`config.mk`:
```
export PLATFORM = sky130hd
export DESIGN_NAME = block_request_validator
export DESIGN_NICKNAME = d
export VERILOG_FILES = /design/src/hw/rtl/brv_pkg.sv /design/src/hw/rtl/brv_front.sv /design/src/hw/rtl/brv_queue.sv /design/src/hw/rtl/brv_back.sv /design/src/hw/rtl/block_request_validator.sv
export VERILOG_INCLUDE_DIRS = /design/src /design/src/hw/rtl
export SDC_FILE = /design/constraint.sdc
export NUM_CORES = 2
export LEC_CHECK = 0
export ABC_CLOCK_PERIOD_IN_PS = 9100
export BUFFER_PORTS_ARGS = -buffer_cell sky130_fd_sc_hd__buf_2
export CAP_MARGIN = 20
export CORE_UTILIZATION = 36
export DETAILED_ROUTE_END_ITERATION = 12
export GPL_TIMING_DRIVEN = 1
export SETUP_SLACK_MARGIN = 0.15
export SLEW_MARGIN = 10
export SYNTH_ARGS = -nofsm -noshare
export SYNTH_HDL_FRONTEND = slang
export SYNTH_SLANG_ARGS = --single-unit
```
`constraint.sdc`:
```
create_clock -name clock -period 9.1 [get_ports clock]
set_input_delay 0 -clock clock [delete_from_list [all_inputs] [get_ports clock]]
set_output_delay 0 -clock clock [all_outputs]
set_load 0.005 [all_outputs]
```
`src/hw/rtl/block_request_validator_defines.svh`:
```
// assertion macros shared by the request validator rtl
// depends on nothing; taken in by files that carry checks
`ifndef BLOCK_REQUEST_VALIDATOR_DEFINES_SVH
`define BLOCK_REQUEST_VALIDATOR_DEFINES_SVH

// same-cycle implication check
`define BRV_ASSERT_NOW(label, clk, rst, ante, cons) \
   label: assert property (@(posedge clk) disable iff (rst) (ante) |-> (cons)) \
      else $error("brv check failed");

// next-cycle implication check
`define BRV_ASSERT_NEXT(label, clk, rst, ante, cons) \
   label: assert property (@(posedge clk) disable iff (rst) (ante) |=> (cons)) \
      else $error("brv check failed");

`endif

```
`src/hw/rtl/brv_pkg.sv`:
```
`timescale 1ns / 1ps
// shared types, codes and constants of the block request validator
// depends on nothing
package brv_pkg;

   // field widths
   localparam int ID_W     = 64;
   localparam int OP_W     = 3;
   localparam int SECTOR_W = 48;
   localparam int SEC8_W   = 8;
   localparam int BSIZE_W  = 13;
   localparam int DISK_W   = 61;
   localparam int START_W  = 60;
   localparam int SIZE_W   = 16;
   localparam int CNT_W    = 7;
   localparam int SEGB_W   = 22;
   localparam int PAGEP_W  = 21;
   localparam int CSR_IDX_W = 2;

   // request limits
   localparam logic [CNT_W-1:0]   MAX_SEGMENTS = 7'd11;
   localparam logic [CNT_W-1:0]   CNT_SAT      = 7'd127;
   localparam logic [PAGEP_W-1:0] PAGE_BYTES   = 21'd4096;

   // queue depth default
   localparam int QUEUE_DEPTH_DEF = 4;

   // operation codes
   typedef logic [OP_W-1:0] op_type;
   localparam op_type OP_READ    = 3'd0;
   localparam op_type OP_WRITE   = 3'd1;
   localparam op_type OP_FLUSH   = 3'd2;
   localparam op_type OP_DISCARD = 3'd3;

   // register indexes
   localparam logic [CSR_IDX_W-1:0] CSR_BLOCK_SIZE = 2'd0;
   localparam logic [CSR_IDX_W-1:0] CSR_DISK_SIZE  = 2'd1;
   localparam logic [CSR_IDX_W-1:0] CSR_READ_ONLY  = 2'd2;

   // configuration as seen by the datapath
   typedef struct packed {
      logic [BSIZE_W-1:0] block_size;
      logic [DISK_W-1:0]  disk_size;
      logic               read_only;
   } cfg_type;

   // classified beat handed from front to back
   typedef struct packed {
      logic [ID_W-1:0]    id;
      op_type             op;
      logic [START_W-1:0] start;
      logic               start_ovf;
      logic               has_seg;
      logic               bad_order;
      logic               cross_page;
      logic [SEGB_W-1:0]  seg_bytes;
      logic               eor;
   } item_type;

   // an operation that carries segment checks
   function automatic logic op_is_rwf(op_type op);
      return (op == OP_READ) || (op == OP_WRITE) || (op == OP_FLUSH);
   endfunction

endpackage

```
`src/hw/rtl/brv_front.sv`:
```
`timescale 1ns / 1ps
// front stage: accepts request beats and classifies each segment
// depends on brv_pkg
module brv_front (
   input  logic                          clock,
   input  logic                          reset,
   input  logic                          in_valid,
   output logic                          in_ready,
   input  logic [brv_pkg::ID_W-1:0]      in_id,
   input  brv_pkg::op_type               in_op,
   input  logic [brv_pkg::SECTOR_W-1:0]  in_sector,
   input  logic                          in_has_seg,
   input  logic [brv_pkg::SEC8_W-1:0]    in_first,
   input  logic [brv_pkg::SEC8_W-1:0]    in_last,
   input  logic                          in_eor,
   input  logic [brv_pkg::BSIZE_W-1:0]   block_size,
   output logic                          out_valid,
   input  logic                          out_ready,
   output brv_pkg::item_type             out_item
);
   import brv_pkg::*;

   logic                 front_valid_ff, front_valid_in;
   item_type             front_item_ff, front_item_in;
   logic [DISK_W-1:0]    start_prod;
   logic [PAGEP_W-1:0]   page_prod;
   logic [SEC8_W:0]      span;

   // stage frees up when empty or when the queue takes its beat
   assign in_ready = !front_valid_ff || out_ready;

   // start byte, page reach and segment length
   assign start_prod = in_sector * block_size;
   assign page_prod  = in_last * block_size;
   assign span       = {1'b0, in_last} - {1'b0, in_first} + 9'd1;

   always_comb begin
      front_item_in.id         = in_id;
      front_item_in.op         = in_op;
      front_item_in.start      = start_prod[START_W-1:0];
      front_item_in.start_ovf  = start_prod[DISK_W-1];
      front_item_in.has_seg    = in_has_seg;
      front_item_in.bad_order  = in_first > in_last;
      front_item_in.cross_page = page_prod >= PAGE_BYTES;
      front_item_in.seg_bytes  = span * block_size;
      front_item_in.eor        = in_eor;
   end

   // stage valid
   always_comb begin
      front_valid_in = front_valid_ff;
      if (in_ready) begin
         front_valid_in = in_valid;
      end
   end

   always_ff @(posedge clock) begin
      if (reset) begin
         front_valid_ff <= 1'b0;
      end else begin
         front_valid_ff <= front_valid_in;
      end
   end

   // payload register
   always_ff @(posedge clock) begin
      if (in_ready && in_valid) begin
         front_item_ff <= front_item_in;
      end
   end

   assign out_valid = front_valid_ff;
   assign out_item  = front_item_ff;

endmodule

```
`src/hw/rtl/brv_queue.sv`:
```
`timescale 1ns / 1ps
// short queue of classified beats between front and back
// depends on brv_pkg and the assertion macro header
`include "block_request_validator_defines.svh"
module brv_queue #(
   parameter int DEPTH = brv_pkg::QUEUE_DEPTH_DEF
) (
   input  logic               clock,
   input  logic               reset,
   input  logic               push,
   input  brv_pkg::item_type  push_item,
   output logic               full,
   input  logic               pop,
   output brv_pkg::item_type  pop_item,
   output logic               empty
);
   import brv_pkg::*;

   localparam int PTR_W = (DEPTH > 1) ? $clog2(DEPTH) : 1;
   localparam int CNT_QW = $clog2(DEPTH + 1);
   localparam logic [PTR_W-1:0]  PTR_LAST = PTR_W'(DEPTH - 1);
   localparam logic [CNT_QW-1:0] CNT_FULL = CNT_QW'(DEPTH);

   item_type            entry_ff [DEPTH];
   logic [PTR_W-1:0]    wr_ptr_ff, wr_ptr_in;
   logic [PTR_W-1:0]    rd_ptr_ff, rd_ptr_in;
   logic [CNT_QW-1:0]   count_ff, count_in;
   logic                push_ok, pop_ok;

   assign full    = (count_ff == CNT_FULL);
   assign empty   = (count_ff == '0);
   assign push_ok = push && !full;
   assign pop_ok  = pop && !empty;

   // pointer wrap and fill count
   always_comb begin
      wr_ptr_in = wr_ptr_ff;
      rd_ptr_in = rd_ptr_ff;
      count_in  = count_ff;
      if (push_ok) begin
         wr_ptr_in = (wr_ptr_ff == PTR_LAST) ? '0 : wr_ptr_ff + 1'b1;
      end
      if (pop_ok) begin
         rd_ptr_in = (rd_ptr_ff == PTR_LAST) ? '0 : rd_ptr_ff + 1'b1;
      end
      if (push_ok && !pop_ok) begin
         count_in = count_ff + 1'b1;
      end else if (pop_ok && !push_ok) begin
         count_in = count_ff - 1'b1;
      end
   end

   always_ff @(posedge clock) begin
      if (reset) begin
         wr_ptr_ff <= '0;
         rd_ptr_ff <= '0;
         count_ff  <= '0;
      end else begin
         wr_ptr_ff <= wr_ptr_in;
         rd_ptr_ff <= rd_ptr_in;
         count_ff  <= count_in;
      end
   end

   // entry storage
   always_ff @(posedge clock) begin
      if (push_ok) begin
         entry_ff[wr_ptr_ff] <= push_item;
      end
   end

   assign pop_item = entry_ff[rd_ptr_ff];

   // back side never pops an empty queue
   `BRV_ASSERT_NOW(a_no_pop_empty, clock, reset, pop, !empty)
   // a lone push grows the fill count by one
   `BRV_ASSERT_NEXT(a_count_step, clock, reset, push_ok && !pop_ok, count_ff == $past(count_ff) + 1'b1)

endmodule

```
`src/hw/rtl/brv_back.sv`:
```
`timescale 1ns / 1ps
// back end: request state, segment accounting and result staging
// depends on brv_pkg and the assertion macro header
`include "block_request_validator_defines.svh"
module brv_back (
   input  logic                         clock,
   input  logic                         reset,
   input  logic                         item_valid,
   input  brv_pkg::item_type            item,
   output logic                         item_pop,
   input  brv_pkg::cfg_type             cfg,
   output logic                         rsp_valid,
   input  logic                         rsp_ready,
   output logic [brv_pkg::ID_W-1:0]     rsp_echo_id,
   output brv_pkg::op_type              rsp_echo_operation,
   output logic                         rsp_status,
   output logic [brv_pkg::START_W-1:0]  rsp_start_byte,
   output logic [brv_pkg::SIZE_W-1:0]   rsp_size_bytes
);
   import brv_pkg::*;

   // finished request waiting for the final bounds check
   typedef struct packed {
      logic [ID_W-1:0]    id;
      op_type             op;
      logic               no_seg;
      logic               err;
      logic [START_W-1:0] start;
      logic [SIZE_W-1:0]  size;
   } done_type;

   // request state
   logic                 in_request_ff, in_request_in;
   logic [CNT_W-1:0]     seg_count_ff, seg_count_in;
   logic [SIZE_W-1:0]    size_total_ff, size_total_in;
   logic                 error_seen_ff, error_seen_in;
   logic [START_W-1:0]   start_held_ff, start_held_in;
   op_type               op_held_ff, op_held_in;
   logic [ID_W-1:0]      id_held_ff, id_held_in;

   logic                 done_valid_ff, done_valid_in;
   done_type             done_ff, done_in;

   logic                 rsp_valid_ff, rsp_valid_in;
   logic [ID_W-1:0]      rsp_echo_id_ff;
   op_type               rsp_echo_operation_ff;
   logic                 rsp_status_ff, rsp_status_in;
   logic [START_W-1:0]   rsp_start_byte_ff, rsp_start_byte_in;
   logic [SIZE_W-1:0]    rsp_size_bytes_ff, rsp_size_bytes_in;

   logic                 out_load, done_load;
   logic [SIZE_W+6:0]    size_sum;
   logic [DISK_W-1:0]    end_byte;
   logic                 beyond_disk;

   // stall chain: output register, done register, queue
   assign out_load  = !rsp_valid_ff || rsp_ready;
   assign done_load = !done_valid_ff || out_load;
   assign item_pop  = item_valid && done_load;

   // per-beat request state update
   always_comb begin
      id_held_in    = id_held_ff;
      op_held_in    = op_held_ff;
      start_held_in = start_held_ff;
      error_seen_in = error_seen_ff;
      seg_count_in  = seg_count_ff;
      size_total_in = size_total_ff;
      in_request_in = in_request_ff;
      size_sum      = '0;
      if (item_pop) begin
         // first beat latches tag, operation, start byte and overflow flag, and clears the counts
         if (!in_request_ff) begin
            id_held_in    = item.id;
            op_held_in    = item.op;
            start_held_in = item.start;
            error_seen_in = item.start_ovf;
            seg_count_in  = '0;
            size_total_in = '0;
         end
         // segment checks and saturating byte total
         size_sum = {7'd0, size_total_in} + {1'b0, item.seg_bytes};
         if (item.has_seg && op_is_rwf(op_held_in)) begin
            if (seg_count_in >= MAX_SEGMENTS) begin
               error_seen_in = 1'b1;
            end else if (item.bad_order) begin
               error_seen_in = 1'b1;
            end else if (item.cross_page) begin
               error_seen_in = 1'b1;
            end else if (!error_seen_in) begin
               size_total_in = (|size_sum[SIZE_W+6:SIZE_W]) ? '1 : size_sum[SIZE_W-1:0];
            end
         end
         if (item.has_seg && (seg_count_in != CNT_SAT)) begin
            seg_count_in = seg_count_in + 1'b1;
         end
         in_request_in = !item.eor;
      end
   end

   always_ff @(posedge clock) begin
      if (reset) begin
         in_request_ff <= 1'b0;
         seg_count_ff  <= '0;
         size_total_ff <= '0;
         error_seen_ff <= 1'b0;
         start_held_ff <= '0;
         op_held_ff    <= OP_READ;
         id_held_ff    <= '0;
      end else begin
         in_request_ff <= in_request_in;
         seg_count_ff  <= seg_count_in;
         size_total_ff <= size_total_in;
         error_seen_ff <= error_seen_in;
         start_held_ff <= start_held_in;
         op_held_ff    <= op_held_in;
         id_held_ff    <= id_held_in;
      end
   end

   // done record from the closing beat
   always_comb begin
      done_in.id     = id_held_in;
      done_in.op     = op_held_in;
      done_in.no_seg = (seg_count_in == '0);
      done_in.err    = error_seen_in;
      done_in.start  = start_held_in;
      done_in.size   = size_total_in;
      done_valid_in  = done_valid_ff;
      if (done_load) begin
         done_valid_in = item_pop && item.eor;
      end
   end

   always_ff @(posedge clock) begin
      if (reset) begin
         done_valid_ff <= 1'b0;
      end else begin
         done_valid_ff <= done_valid_in;
      end
   end

   always_ff @(posedge clock) begin
      if (done_load && item_pop && item.eor) begin
         done_ff <= done_in;
      end
   end

   // disk bounds and final status
   assign end_byte    = {1'b0, done_ff.start} + {45'd0, done_ff.size};
   assign beyond_disk = end_byte > cfg.disk_size;

   always_comb begin
      rsp_status_in     = 1'b0;
      rsp_start_byte_in = '0;
      rsp_size_bytes_in = '0;
      if ((done_ff.op == OP_DISCARD) || ((done_ff.op == OP_FLUSH) && done_ff.no_seg)) begin
         rsp_status_in = 1'b0;
      end else if (!op_is_rwf(done_ff.op)) begin
         rsp_status_in = 1'b1;
      end else if (cfg.read_only && (done_ff.op != OP_READ)) begin
         rsp_status_in = 1'b1;
      end else if (done_ff.err || beyond_disk) begin
         rsp_status_in = 1'b1;
      end else begin
         rsp_start_byte_in = done_ff.start;
         rsp_size_bytes_in = done_ff.size;
      end
      rsp_valid_in = rsp_valid_ff;
      if (out_load) begin
         rsp_valid_in = done_valid_ff;
      end
   end

   always_ff @(posedge clock) begin
      if (reset) begin
         rsp_valid_ff <= 1'b0;
      end else begin
         rsp_valid_ff <= rsp_valid_in;
      end
   end

   // result payload
   always_ff @(posedge clock) begin
      if (out_load && done_valid_ff) begin
         rsp_echo_id_ff        <= done_ff.id;
         rsp_echo_operation_ff <= done_ff.op;
         rsp_status_ff         <= rsp_status_in;
         rsp_start_byte_ff     <= rsp_start_byte_in;
         rsp_size_bytes_ff     <= rsp_size_bytes_in;
      end
   end

   assign rsp_valid          = rsp_valid_ff;
   assign rsp_echo_id        = rsp_echo_id_ff;
   assign rsp_echo_operation = rsp_echo_operation_ff;
   assign rsp_status         = rsp_status_ff;
   assign rsp_start_byte     = rsp_start_byte_ff;
   assign rsp_size_bytes     = rsp_size_bytes_ff;

   // a failed request carries no byte range
   `BRV_ASSERT_NOW(a_err_zero_range, clock, reset, rsp_valid_ff && rsp_status_ff, (rsp_start_byte_ff == '0) && (rsp_size_bytes_ff == '0))
   // the closing beat ends the open request
   `BRV_ASSERT_NEXT(a_eor_closes, clock, reset, item_pop && item.eor, !in_request_ff && done_valid_ff)

endmodule

```
`src/hw/rtl/block_request_validator.sv`:
```
`timescale 1ns / 1ps
// top level of the block request validator: config registers, front, queue, back
// depends on brv_pkg, brv_front, brv_queue and brv_back
//
//  channel | direction | handshake           | payload
//  req_    | in        | req_valid/req_ready | one beat per segment or segmentless item
//  rsp_    | out       | rsp_valid/rsp_ready | one beat per request, on its last item
//  csr_    | in        | csr_we              | register index and write data
//
// one beat accepted per cycle unless the queue is full; the multiplies sit in the front register stage
// after the front register takes the last beat, the result passes through queue, done and output registers
// the queue lets the front keep taking beats while the result side is stalled, until the queue fills
// synchronous reset sets control and config state only; no clearing pass is needed
module block_request_validator #(
   parameter int QUEUE_DEPTH = brv_pkg::QUEUE_DEPTH_DEF
) (
   input  logic                            clock,
   input  logic                            reset,
   input  logic                            req_valid,
   output logic                            req_ready,
   input  logic [brv_pkg::ID_W-1:0]        req_request_id,
   input  brv_pkg::op_type                 req_operation,
   input  logic [brv_pkg::SECTOR_W-1:0]    req_sector_number,
   input  logic                            req_has_segment,
   input  logic [brv_pkg::SEC8_W-1:0]      req_first_sector,
   input  logic [brv_pkg::SEC8_W-1:0]      req_final_sector,
   input  logic                            req_end_of_request,
   output logic                            rsp_valid,
   input  logic                            rsp_ready,
   output logic [brv_pkg::ID_W-1:0]        rsp_echo_id,
   output brv_pkg::op_type                 rsp_echo_operation,
   output logic                            rsp_status,
   output logic [brv_pkg::START_W-1:0]     rsp_start_byte,
   output logic [brv_pkg::SIZE_W-1:0]      rsp_size_bytes,
   input  logic                            csr_we,
   input  logic [brv_pkg::CSR_IDX_W-1:0]   csr_index,
   input  logic [brv_pkg::DISK_W-1:0]      csr_wdata
);
   import brv_pkg::*;

   logic [BSIZE_W-1:0]   block_size_ff, block_size_in;
   logic [DISK_W-1:0]    disk_size_ff, disk_size_in;
   logic                 read_only_ff, read_only_in;
   cfg_type              cfg;

   logic                 front_valid;
   item_type             front_item;
   logic                 queue_full, queue_empty;
   item_type             queue_item;
   logic                 back_pop;

   // register write decode
   always_comb begin
      block_size_in = block_size_ff;
      disk_size_in  = disk_size_ff;
      read_only_in  = read_only_ff;
      if (csr_we) begin
         unique case (csr_index)
            CSR_BLOCK_SIZE: block_size_in = csr_wdata[BSIZE_W-1:0];
            CSR_DISK_SIZE:  disk_size_in  = csr_wdata;
            CSR_READ_ONLY:  read_only_in  = csr_wdata[0];
            default:        ;
         endcase
      end
   end

   always_ff @(posedge clock) begin
      if (reset) begin
         block_size_ff <= 13'd512;
         disk_size_ff  <= '0;
         read_only_ff  <= 1'b0;
      end else begin
         block_size_ff <= block_size_in;
         disk_size_ff  <= disk_size_in;
         read_only_ff  <= read_only_in;
      end
   end

   assign cfg.block_size = block_size_ff;
   assign cfg.disk_size  = disk_size_ff;
   assign cfg.read_only  = read_only_ff;

   // accept and classify
   brv_front u_front (
      .clock      (clock),
      .reset      (reset),
      .in_valid   (req_valid),
      .in_ready   (req_ready),
      .in_id      (req_request_id),
      .in_op      (req_operation),
      .in_sector  (req_sector_number),
      .in_has_seg (req_has_segment),
      .in_first   (req_first_sector),
      .in_last    (req_final_sector),
      .in_eor     (req_end_of_request),
      .block_size (block_size_ff),
      .out_valid  (front_valid),
      .out_ready  (!queue_full),
      .out_item   (front_item)
   );

   // decoupling queue
   brv_queue #(
      .DEPTH (QUEUE_DEPTH)
   ) u_queue (
      .clock     (clock),
      .reset     (reset),
      .push      (front_valid),
      .push_item (front_item),
      .full      (queue_full),
      .pop       (back_pop),
      .pop_item  (queue_item),
      .empty     (queue_empty)
   );

   // request accounting and result
   brv_back u_back (
      .clock              (clock),
      .reset              (reset),
      .item_valid         (!queue_empty),
      .item               (queue_item),
      .item_pop           (back_pop),
      .cfg                (cfg),
      .rsp_valid          (rsp_valid),
      .rsp_ready          (rsp_ready),
      .rsp_echo_id        (rsp_echo_id),
      .rsp_echo_operation (rsp_echo_operation),
      .rsp_status         (rsp_status),
      .rsp_start_byte     (rsp_start_byte),
      .rsp_size_bytes     (rsp_size_bytes)
   );

endmodule
```
==> PnR_summary.wiki <==
{| class="wikitable"
! Metric !! Value
|-
| Most used routing layer in global routing || met2
|-
| Highest net fanout along the worst path || 32
|-
| Setup Skew || 0.0310 ns
|-
| Simple logic cell fraction of the synthesized area || 0.127
|-
| Number of placed instances with taps included || 9288
|-
| Worst-margin pin slew || 1.05 ns
|-
| Final Setup Violations || 0
|-
| Startpoint-to-endpoint class of the critical path || reg2reg
|-
| DR WL/cell || 20.3 µm
|-
| Share of the clock period used by the worst path after layout || 0.823
|-
| H-tree depth || 4
|-
| Fraction of registers with async set or reset after synthesis || 0
|-
| Global-route track usage on met3 || 0.0380
|-
| Initial antenna violation count || 17
|-
| Count of distinct cell types in the synthesized netlist || 81
|-
| Mapped Area || 76600 µm²
|-
| Synth Area in Compound Gates || 0.0540
|-
| Launch point of the worst path || block_size_ff[3]$_SDFFE_PP0P_
|-
| Total number of nets in the final design || 8013
|-
| Standby leakage power || 35.0 nW
|-
| Worst setup SP type || register
|-
| Top cells by area in the synthesized netlist || sky130_fd_sc_hd__edfxtp_1, sky130_fd_sc_hd__fa_1, sky130_fd_sc_hd__dfxtp_1
|-
| Via count of the first global-routing pass || 50214
|-
| Register area || 36600 µm²
|-
| DRC || 0
|-
| Final count of hold timing violations || 0
|-
| Num ports || 347
|-
| Area of the core region || 210000 µm²
|-
| Seq cells post-synth || 1298
|-
| Combinational power share || 0.323
|-
| Initial core utilization || 0.364
|-
| Proportion of netlist area held by the largest area contributor || 0.415
|-
| Via total after detailed routing || 49031
|-
| Multiplexer share of the synthesized area || 0.0460
|-
| Clock period minus final worst setup slack || 7.49 ns
|-
| Xor and xnor area share after synthesis || 0.0174
|-
| Vert. Die Dim || 463 µm
|-
| Req. time, crit path || 9.59 ns
|-
| Largest net degree at the start of global routing || 111
|-
| Fin util || 0.418
|-
| HPWL after detailed placement || 141 mm
|-
| Sequential share of power || 0.417
|-
| Average size of a mapped cell || 12.0 µm²
|-
| Syn Inst Count || 6396
|-
| Number of cell rows || 168
|-
| Min-delay src || req_operation[1]
|-
| Clk buf depth || 3
|-
| Synthesized net count || 7563
|-
| Power after layout || 21.1 mW
|-
| Setup repair after global routing missed its margin || no
|-
| Final std cell area, no fill || 87900 µm²
|-
| Total die area || 215000 µm²
|-
| Post-Route Hold Slack || 0.0427 ns
|-
| Global-route usage over all layers || 0.184
|-
| Launching point of the worst reg2reg path || block_size_ff[3]$_SDFFE_PP0P_
|-
| First-pass DRT Iterations || 5
|-
| Peak clock frequency supported by timing || 0.134 GHz
|-
| Detail Route Antenna Nets || 0
|-
| Leftover overflow at the end of global routing || 0
|-
| Global-route track usage on met2 || 0.278
|-
| Switching component of the power || 7.26 mW
|-
| Met1 track utilization from global routing || 0.266
|-
| Total of cells resized after clock tree synthesis || 0
|-
| Power per unit of standard cell area || 240 nW/µm²
|-
| Kind of end point of the critical path || register
|-
| Clock-pin slew on the worst setup and hold paths || 0.07 ns
|-
| Die Wd || 463 µm
|-
| Clock share of power || 0.260
|-
| Worst rel slew slack || 0.303
|-
| WP data arrival || 7.98 ns
|-
| Multi-input logic area || 35800 µm²
|-
| CTS tree || done
|-
| Layout overhead on the synthesized area || 14.8%
|-
| Sequential element share of the synthesized area || 0.478
|-
| Routed vias/inst || 5.02
|-
| Global-route wire length before repair || 305 mm
|-
| Clock sink total || 1298
|-
| Cts bufs inserted || 134
|-
| Outcome || complete, no violations
|-
| Class of the tightest hold or removal check || in2reg
|-
| Number of enable-type register cells in the synthesized netlist || 1059
|-
| Cell area after placement || 81200 µm²
|-
| Final slew viol count || 0
|-
| # port buffers || 346
|-
| Worst path setup slack after routing || 1.61 ns
|-
| Filler-free cell count of the finished design || 9764
|-
| Maximum vdd ir drop || 0.207 mV
|-
| P_int || 13.8 mW
|-
| Detailed router's first-iteration violation count || 4078
|-
| Buffer cell driving the clock tree root || sky130_fd_sc_hd__clkbuf_16
|-
| Accumulated negative setup slack || 0 ns
|-
| Yosys warning total || 0
|-
| Switching Fraction || 0.344
|-
| Main combinational cell family by area after synthesis || adder cells
|-
| RePlAce Congestion || 0.911
|-
| Max cap viols || 0
|-
| Clock latency of the later-clocked register in the worst-skew pair || 0.78 ns
|-
| Setup WS pre-CTS || 1.87 ns
|-
| Cell accounting for the most synthesized area || sky130_fd_sc_hd__edfxtp_1
|-
| Number of fill cells in the layout || 19595
|-
| Total Wirelength || 199 mm
|-
| Post-Synth Adder-Cell Area || 0.222
|-
| Top FF cell, synth || sky130_fd_sc_hd__edfxtp_1
|-
| Ratio of cells with drive above 1 in the final layout || 0.118
|}
[final timing paths]
path / end / slack, ns / cells past startpoint
worst max-delay path: u_front.out_item[67]$_DFFE_PP_ / 1.61 / 20
worst min-delay path: u_front.out_item[88]$_DFFE_PP_ / 0.04 / 2
worst max register to register: u_front.out_item[67]$_DFFE_PP_ / 1.61 / 20
worst min register to register: u_back.rsp_echo_id[28]$_DFFE_PP_ / 0.41 / 0
[registers in the layout (all words and copies together) (netlist names), 2 cells and up, named ones only]
register and cells:
u_queue.entry_ff 616, u_front.out_item 154, u_back.done_ff 145, u_back.id_held_ff 64, u_back.rsp_echo_id 64, disk_size_ff 61
u_back.rsp_start_byte 60, u_back.start_held_ff 60, u_back.rsp_size_bytes 16, u_back.size_total_ff 16, block_size_ff 13, u_back.seg_count_ff 7
u_back.op_held_ff 3, u_back.rsp_echo_operation 3, u_queue.count_ff 3, u_queue.rd_ptr_ff 2, u_queue.wr_ptr_ff 2
[worst max-delay path: stages (launching register included)]
cell                       delay (ns)
sky130_fd_sc_hd__dfxtp_2         0.93
sky130_fd_sc_hd__buf_4           0.41
sky130_fd_sc_hd__nand2_1         0.11
sky130_fd_sc_hd__fa_1            0.49
sky130_fd_sc_hd__inv_1           0.05
sky130_fd_sc_hd__fa_1            0.47
sky130_fd_sc_hd__fa_1            0.50
sky130_fd_sc_hd__fa_1            0.54
sky130_fd_sc_hd__inv_1           0.05
sky130_fd_sc_hd__fa_1            0.48
sky130_fd_sc_hd__inv_1           0.04
sky130_fd_sc_hd__ha_1            0.33
sky130_fd_sc_hd__a21oi_1         0.27
sky130_fd_sc_hd__a21boi_0        0.38
sky130_fd_sc_hd__nand3_1         0.20
sky130_fd_sc_hd__and3_1          0.25
sky130_fd_sc_hd__a211oi_1        0.64
sky130_fd_sc_hd__o31ai_1         0.22
sky130_fd_sc_hd__a21oi_1         0.26
sky130_fd_sc_hd__o21ai_0         0.13
sky130_fd_sc_hd__xor2_1          0.43
[cell usage after synthesis, types with 11 or more instances]
cell type,n
sky130_fd_sc_hd__edfxtp_1,1059
sky130_fd_sc_hd__buf_2,16
sky130_fd_sc_hd__o211ai_1,15
sky130_fd_sc_hd__ha_1,311
sky130_fd_sc_hd__a211oi_1,75
sky130_fd_sc_hd__o21ai_0,64
sky130_fd_sc_hd__nand2b_1,29
sky130_fd_sc_hd__o21bai_1,16
sky130_fd_sc_hd__nor2b_1,165
sky130_fd_sc_hd__and3_1,21
sky130_fd_sc_hd__mux4_2,152
sky130_fd_sc_hd__buf_1,15
sky130_fd_sc_hd__nor2_1,114
sky130_fd_sc_hd__a21o_1,74
sky130_fd_sc_hd__nand2_1,1162
sky130_fd_sc_hd__a31oi_1,24
sky130_fd_sc_hd__or3_1,11
sky130_fd_sc_hd__dfxtp_1,239
sky130_fd_sc_hd__clkbuf_1,293
sky130_fd_sc_hd__fa_1,655
sky130_fd_sc_hd__inv_1,795
sky130_fd_sc_hd__nand3_1,52
sky130_fd_sc_hd__xnor2_1,89
sky130_fd_sc_hd__nand4_1,38
sky130_fd_sc_hd__a21oi_1,213
sky130_fd_sc_hd__a2111oi_0,14
sky130_fd_sc_hd__and2_1,389
sky130_fd_sc_hd__o21a_1,20
sky130_fd_sc_hd__xor2_1,63
sky130_fd_sc_hd__nor3_1,44
[routing by layer]
layer / routed length, µm / up-vias
li1: - / 22216
met1: 91000 / 24889
met2: 87100 / 1618
met3: 15000 / 290
met4: 5430 / 18
met5: 115 / -
[area by class of cell]
class                           instances  area share
Antenna cell                            2   0.0000569
Clock buffer                          183      0.0424
Clock inverter                         64     0.00790
Inverter                              796      0.0340
Multi-Input combinational cell       3975       0.407
Sequential cell                      1298       0.416
Tap cell                             2805      0.0399
Timing Repair Buffer                  641      0.0519
[kinds of logic (layout without fill, tap and decap cells)]
logic type,Yosys count,after routing
simple gates,2071,2071
flops,1298,1298
buf+inv,1123,1684
fa+ha+maj,967,967
compound gates,623,623
mux,162,162
xor+xnor,152,152
other cells,0,2
[power groups by stage]
stage	registers, mW	clock network [mW]	logic [mW]
detailed placement	8.93	0	6.71
finish	8.81	5.49	6.81
global placement	8.88	0	6.61
CTS	8.82	5.60	6.83
global route	8.94	5.83	7.57
floorplan	8.66	0	4.77
[what timing repair did]
action                                 in CTS  in global routing
setup buffers                               0                  0
hold buffers                              226                  0
endpoints found under the hold margin     230                  0
setup endpoints to repair                   0                  0
[cell usage in the layout (no fill, tap or decap), drive strengths merged, types with 52 or more instances in the layout]
master / n
nand2: 1162
edfxtp: 1059
inv: 802
fa: 655
buf: 414
and2: 389
ha: 311
dfxtp: 239
dlygate4sd3: 226
a21oi: 219
clkbuf: 184
nor2b: 165
mux4: 152
nor2: 115
xnor2: 89
a211oi: 80
a21o: 74
o21ai: 72
xor2: 63
nand3: 52
Power figures use the tool's default switching activity.
